### config.mk
export PLATFORM = sky130hd
export DESIGN_NAME = ssbs_cell
export DESIGN_NICKNAME = d
export VERILOG_FILES = /design/src/hw/rtl/sorted_set_binary_search_assert.svh /design/src/hw/rtl/ssbs_pkg.sv /design/src/hw/rtl/ssbs_cell.sv
export SDC_FILE = /design/constraint.sdc
export NUM_CORES = 1
export LEC_CHECK = 0
export BUFFER_PORTS_ARGS = -buffer_cell sky130_fd_sc_hd__buf_2
export CAP_MARGIN = 0
export CORE_MARGIN = 2
export CORE_UTILIZATION = 35
export CTS_CLUSTER_SIZE = 12
export DETAILED_ROUTE_END_ITERATION = 12
export GPL_ROUTABILITY_DRIVEN = 0
export SYNTH_ARGS = -nofsm -noshare
export SYNTH_HDL_FRONTEND = slang
export SYNTH_SLANG_ARGS = --single-unit
### constraint.sdc
create_clock -name clk_i -period 5.2 [get_ports clk_i]
set_input_delay 0.26 -clock clk_i [delete_from_list [all_inputs] [get_ports clk_i]]
set_output_delay 0.26 -clock clk_i [all_outputs]
set_load 0.01 [all_outputs]
### src/hw/rtl/sorted_set_binary_search_assert.svh
// Assertion macros for the sorted set search block.
`ifndef SORTED_SET_BINARY_SEARCH_ASSERT_SVH
`define SORTED_SET_BINARY_SEARCH_ASSERT_SVH

`ifndef SYNTHESIS

`define SSBS_ASSERT(lbl, clk, rst_n, prop, msg) \
  lbl: assert property (@(posedge clk) disable iff (!rst_n) prop) else $error(msg);

`define SSBS_ASSERT_NEVER(lbl, clk, rst_n, prop, msg) \
  lbl: assert property (@(posedge clk) disable iff (!rst_n) !(prop)) else $error(msg);

`else

`define SSBS_ASSERT(lbl, clk, rst_n, prop, msg)

`define SSBS_ASSERT_NEVER(lbl, clk, rst_n, prop, msg)

`endif

`endif

### src/hw/rtl/ssbs_pkg.sv
package ssbs_pkg;

  localparam int CAPACITY = 1024;
  localparam int IDX_W    = (CAPACITY > 1) ? $clog2(CAPACITY) : 1;
  localparam int CNT_W    = $clog2(CAPACITY + 1);
  localparam int VAL_W    = 32;
  localparam int POS_W    = 11;

  typedef enum logic [1:0] {
    KIND_LOAD   = 2'd0,
    KIND_SEARCH = 2'd1,
    KIND_CLEAR  = 2'd2
  } ssbs_kind_e;

  typedef struct packed {
    logic [1:0]              kind;
    logic signed [VAL_W-1:0] value;
  } ssbs_item_t;

  typedef struct packed {
    logic             found;
    logic [POS_W-1:0] position;
    logic             overflow;
  } ssbs_result_t;

  // per-cell control: insert strobe, cell holds a live entry, cell is the first free slot
  typedef struct packed {
    logic ld;
    logic vld;
    logic tail;
  } ssbs_cell_ctl_t;

  typedef struct packed {
    logic             fin;
    logic             hit;
    logic [POS_W-1:0] pos;
  } ssbs_seq_res_t;

endpackage

### src/hw/rtl/ssbs_cell.sv
module ssbs_cell (
  input  logic                              clk_i,
  input  ssbs_pkg::ssbs_cell_ctl_t          ctl_i,
  input  logic signed [ssbs_pkg::VAL_W-1:0] bus_i,
  input  logic signed [ssbs_pkg::VAL_W-1:0] prev_val_i,
  input  logic                              prev_gt_i,
  output logic signed [ssbs_pkg::VAL_W-1:0] val_o,
  output logic                              gt_o,
  output logic                              eq_o
);
  import ssbs_pkg::*;

  logic signed [VAL_W-1:0] val_q, val_d;

  always_comb begin
    gt_o  = ctl_i.vld && (val_q > bus_i);
    eq_o  = (val_q == bus_i);
    val_o = val_q;
    val_d = val_q;
    // shift up from the left neighbour when it also outranks the new item
    if (ctl_i.ld && (gt_o || ctl_i.tail)) begin
      val_d = prev_gt_i ? prev_val_i : bus_i;
    end
  end

  always_ff @(posedge clk_i) begin
    val_q <= val_d;
  end

endmodule

# ---- Word-level counts from Yosys, hierarchy flattened
# Cells that the tools add are included.
dict set report op_classes {
  addsub 0
  mul 0
  div 0
  n_lt_le_gt_ge 1
  n_eq_ne 1
  shift 0
  n_mux 1
  bitwise_logic 0
  n_reduce_logical 3
}
# op n
set ops {}
lappend ops {{equality test 32 bit} 1}
lappend ops {{> comparator 32 bit} 1}
lappend ops {{2-to-1 mux 32 bit} 1}
lappend ops {{logical AND 1 bit} 2}
lappend ops {{logical OR 1 bit} 1}
dict set report word_totals {
  regBits 32
  latchBits 0
  mem_bits_rw 0
  romBits 0
  input_bits 69
  out_inout_bits 34
  word_cells 7
  n_memories 0
}

# ---- Depth between registers and ports, before layout
dict set report logic_depth {
  ltp_word 4
  depth_mapped 8
  depth_no_buf 8
}

# ---- Worst setup path after synthesis
# Ideal clock, no wire load.
dict set report synth_timing {
  kind {reg2reg}
  startpoint {register val_q[31], in the netlist val_o[31]}
  endpoint {register val_q[0], in the netlist val_o[0] (enable)}
  setup_ns 0.628
  arrival_ns 2.548
  required_ns 4.572
  path_slack_ns 2.024
  path_stages_with_launch 8
  path_buffers 0
  period_less_slack_ns 3.176
  path_cell_list {edfxtp_1 ha_1 nand4_4 nor4_1 and3_1 nor2b_1 nand4b_1 nand4_1}
}
dict set report synth_between {
  elab_chain_cells 4
}
# element line_no
set synth_rtl {}
lappend synth_rtl {{start: declaration} ssbs_cell.sv:13} ;# logic signed [VAL_W-1:0] val_q, val_d;
lappend synth_rtl {{start signal: assignment} ssbs_cell.sv:27} ;# val_q <= val_d;
lappend synth_rtl {{> comparator 32 bit} ssbs_cell.sv:16} ;# gt_o = ctl_i.vld && (val_q > bus_i);
lappend synth_rtl {{logical AND 1 bit} ssbs_cell.sv:16}
lappend synth_rtl {{logical OR 1 bit} ssbs_cell.sv:21} ;# if (ctl_i.ld && (gt_o || ctl_i.tail)) begin
lappend synth_rtl {{logical AND 1 bit} ssbs_cell.sv:21}
# No other way between the ends.
# A chain may end at the register's enable or synchronous reset.

# ---- Worst setup path after layout
dict set report layout_timing {
  startpoint {register val_q[27], in the netlist val_o[27]}
  endpoint {register val_q[15], in the netlist val_o[15] (enable)}
}
# The elaborated chain is that of the path after synthesis.

==> run_summary.xml <==
<?xml version="1.0" encoding="UTF-8"?>
<metrics>
  <group name="run_status">
    <metric name="run_status" unit="">finished, final reports clean</metric>
  </group>
  <group name="floorplanning">
    <metric name="start_util" unit="">0.364</metric>
    <metric name="row_count" unit="">28</metric>
    <metric name="die_h" unit="um">83.0</metric>
    <metric name="core_area" unit="um^2">5990</metric>
    <metric name="dieArea" unit="um^2">6880</metric>
    <metric name="design.portCount" unit="">103</metric>
    <metric name="dieWidth" unit="um">83.0</metric>
  </group>
  <group name="routing">
    <metric name="drt-pass1-iter-count" unit="">4</metric>
    <metric name="ant_nets" unit="">0</metric>
    <metric name="drc_errors" unit="">0</metric>
    <metric name="detail_route.wirelength" unit="mm">5.27</metric>
    <metric name="vias_after_detailed_routing" unit="">1910</metric>
    <metric name="drt_iter0_markers" unit="">43</metric>
    <metric name="dr_wl_cell" unit="um">13.1</metric>
    <metric name="viasPerCell" unit="">4.74</metric>
  </group>
  <group name="critical_path">
    <metric name="req_time_crit_path" unit="ns">5.20</metric>
    <metric name="timing.setup.critical_path_class" unit="">flop to flop</metric>
    <metric name="cp_max_fo" unit="">23</metric>
    <metric name="worst_setup_path_start_kind" unit="">flop</metric>
    <metric name="r2r_slack" unit="ns">2.29</metric>
    <metric name="critical_path.endpoint_type" unit="">flop</metric>
    <metric name="rr_startpoint" unit="">val_o[27]</metric>
    <metric name="cp_data_arrival_time" unit="ns">2.92</metric>
    <metric name="reg2reg_depth" unit="">8</metric>
    <metric name="critical_path.reg2reg.endpoint" unit="">val_o[15]</metric>
  </group>
  <group name="pwr">
    <metric name="power-per-cell-area" unit="nW/um^2">240</metric>
    <metric name="leakage" unit="nW">1.43</metric>
    <metric name="post-layout-total-power" unit="W">0.000684</metric>
    <metric name="max-vdd-ir-drop" unit="mV">0.182</metric>
  </group>
  <group name="layout">
    <metric name="final_cell_mix" unit="">102 x sky130_fd_sc_hd__buf_2, 38 x sky130_fd_sc_hd__nand2_1, 33 x sky130_fd_sc_hd__inv_1, 33 x sky130_fd_sc_hd__o21ai_0</metric>
    <metric name="max_reg_flops" unit="">32</metric>
    <metric name="layout_commonest_cell" unit="">sky130_fd_sc_hd__buf_2</metric>
    <metric name="nFillCells" unit="">591</metric>
    <metric name="finish.net_count" unit="">429</metric>
    <metric name="antenna_cells" unit="">0</metric>
    <metric name="layout-area-overhead-vs-synth" unit="%">30.3</metric>
    <metric name="final-instance-count-excl-fill" unit="">403</metric>
    <metric name="post-route-util" unit="">0.475</metric>
    <metric name="post_route_cells_drive_above_1_share" unit="">0.354</metric>
  </group>
  <group name="logic_synthesis">
    <metric name="synth-compound-area-share" unit="">0.149</metric>
    <metric name="syn_area" unit="um^2">2180</metric>
    <metric name="synthAdderAreaFrac" unit="">0.183</metric>
    <metric name="postSynthNetCount" unit="">326</metric>
    <metric name="synthSimpleGateAreaFrac" unit="">0.149</metric>
    <metric name="synthesized_flop_and_latch_total" unit="">32</metric>
    <metric name="syn-mean-instance-area" unit="um^2">9.70</metric>
    <metric name="post_synth_mux_area_share" unit="">0.00975</metric>
    <metric name="synth-seq-area-share" unit="">0.440</metric>
    <metric name="synthXorXnorAreaFrac" unit="">0</metric>
    <metric name="syn_inst" unit="">225</metric>
    <metric name="synth_top_family_by_area" unit="">adder cells</metric>
    <metric name="synth.lib_cells_used.distinct" unit="">29</metric>
    <metric name="synth_warnings" unit="">0</metric>
  </group>
  <group name="grt">
    <metric name="number_of_antenna_violations_at_the_first_check_in_global_routing" unit="">0</metric>
    <metric name="first_pass_grt_wire_length" unit="mm">8.69</metric>
    <metric name="globalRouteTotalUtil" unit="">0.153</metric>
    <metric name="pin_count_of_the_biggest_net_entering_global_routing" unit="">64</metric>
    <metric name="vias_in_the_first_global_route" unit="">1965</metric>
    <metric name="grt_overflow_total" unit="">0</metric>
  </group>
  <group name="timing">
    <metric name="final_max_slew_viol_count" unit="">0</metric>
    <metric name="grt_setup_unrepaired" unit="">no</metric>
    <metric name="max_slew_headroom" unit="">0.399</metric>
    <metric name="period_minus_slack" unit="ns">2.91</metric>
    <metric name="layout_worst_path_cycle_share" unit="">0.560</metric>
    <metric name="final_hold_violation_count" unit="">0</metric>
    <metric name="timing.final.setup_violations" unit="">0</metric>
    <metric name="fin_worst_hold_slack" unit="ns">0.255</metric>
    <metric name="finClkSkew" unit="ns">0.00633</metric>
    <metric name="totalNegativeSetupSlack" unit="ns">0</metric>
    <metric name="achievable-frequency" unit="MHz">343</metric>
    <metric name="worstMarginPinSlew" unit="ns">0.902</metric>
  </group>
  <group name="clocking">
    <metric name="cts-resized-gates" unit="">0</metric>
    <metric name="clock_tree_buf_depth" unit="">2</metric>
    <metric name="cts_setup_buffers" unit="">0</metric>
    <metric name="cts_buffers" unit="">5</metric>
    <metric name="cts_sinks" unit="">32</metric>
    <metric name="count_of_h_tree_levels_built_during_cts" unit="">2</metric>
    <metric name="clkSlewWorstSetupHoldPaths" unit="ns">0.07</metric>
    <metric name="tritoncts_clock_tree" unit="">done</metric>
    <metric name="cts-hold-fix-buffers" unit="">0</metric>
    <metric name="cts.root.buffer_cell" unit="">sky130_fd_sc_hd__clkbuf_8</metric>
    <metric name="clock_latency" unit="ns">0.28</metric>
  </group>
  <group name="worst_hold_path">
    <metric name="min_delay_worst_endpoint" unit="">val_o[8]</metric>
    <metric name="hold_class" unit="">primary input to flop</metric>
    <metric name="holdCritStartpoint" unit="">prev_val_i[8]</metric>
    <metric name="holdPathStages" unit="">3</metric>
  </group>
  <group name="placed_design">
    <metric name="place.detailed.instances" unit="">396</metric>
    <metric name="post-dp-hpwl" unit="mm">4.28</metric>
    <metric name="buffer_ports.inserted" unit="">102</metric>
  </group>
  <group name="run">
    <metric name="cap_violations" unit="">0</metric>
  </group>
</metrics>
[where the power goes]
| part | switching (W) | total, W | internal [W] |
|---|---|---|---|
| Sequential | 0.0000130 | 0.000330 | 0.000317 |
| Combinational | 0.000101 | 0.000180 | 0.0000787 |
| Clock | 0.0000858 | 0.000174 | 0.0000882 |
[layer usage]
layer / track usage / wire [um] / vias to the layer above / part of all wire
li1: - / - / 1004 / -
met1: 0.182 / 2310 / 855 / 0.44
met2: 0.276 / 2650 / 49 / 0.50
met3: 0.0348 / 271 / 2 / 0.051
met4: 0.0447 / 40 / 0 / 0.0076
met5: 0 / 0 / - / 0
[cell usage after synthesis (all sizes together)]
master,n,area [um^2]
mux2i,1,10.0
clkbuf,7,26.3
o21a,1,7.51
o21ai,33,165
o211ai,1,12.5
nor2b,3,26.3
nand4b,1,8.76
and4,1,8.76
inv,33,124
nor2,1,3.75
edfxtp,32,961
o41a,1,12.5
nor3b,1,7.51
a2111oi,1,15.0
nand2,38,143
nand4,9,77.6
ha,32,400
a21oi,14,70.1
mux2,1,11.3
nor4,3,18.8
a21o,3,22.5
nand3,4,20.0
and3,1,6.26
a211oi,1,7.51
a21boi,1,11.3
nor3,1,5.00
[stage by stage]
step | area [um^2] | worst slack (ns)
finish | 2840 | 2.29
global placement | 2770 | 2.29
floorplan | 2180 | 2.02
detailed placement | 2770 | 2.21
CTS | 2840 | 2.19
global route | 2840 | 1.96
[worst max path at each step]
stage / from / to / slack [ns]
2_1_floorplan: val_o[31] / val_o[0] / 2.02
4_1_cts: val_o[27] / val_o[15] / 2.19
5_1_grt: val_o[27] / val_o[6] / 1.96
3_3_place_gp: bus_i[31] / val_o[12] / 2.29
6_report: val_o[27] / val_o[15] / 2.29
3_5_place_dp: val_o[27] / val_o[13] / 2.21
[cell families after synthesis]
kind of cell	count (synthesis)
fa+ha+maj	32
compound gates	56
simple gates	63
buf+inv	40
mux	2
flops	32
[critical path, cell delays in order, from the launching register on]
cell and delay [ns]:
sky130_fd_sc_hd__edfxtp_1 0.39, sky130_fd_sc_hd__ha_1 0.33, sky130_fd_sc_hd__nand4_1 0.22, sky130_fd_sc_hd__nor4_1 0.36, sky130_fd_sc_hd__and3_1 0.25, sky130_fd_sc_hd__nor2b_1 0.11, sky130_fd_sc_hd__nand4b_1 0.11, sky130_fd_sc_hd__nand4_1 0.43
sky130_fd_sc_hd__buf_4 0.42
[final cells by class]
type | count | area, um^2 | area share
Clock buffer | 5 | 68.8 | 0.0242
Multi-Input combinational cell | 153 | 1070 | 0.377
Sequential cell | 32 | 961 | 0.338
Tap cell | 75 | 93.8 | 0.0330
Inverter | 33 | 124 | 0.0436
Clock inverter | 2 | 7.51 | 0.00264
Timing Repair Buffer | 103 | 518 | 0.182
No activity file was read; power rests on OpenSTA's default activity.
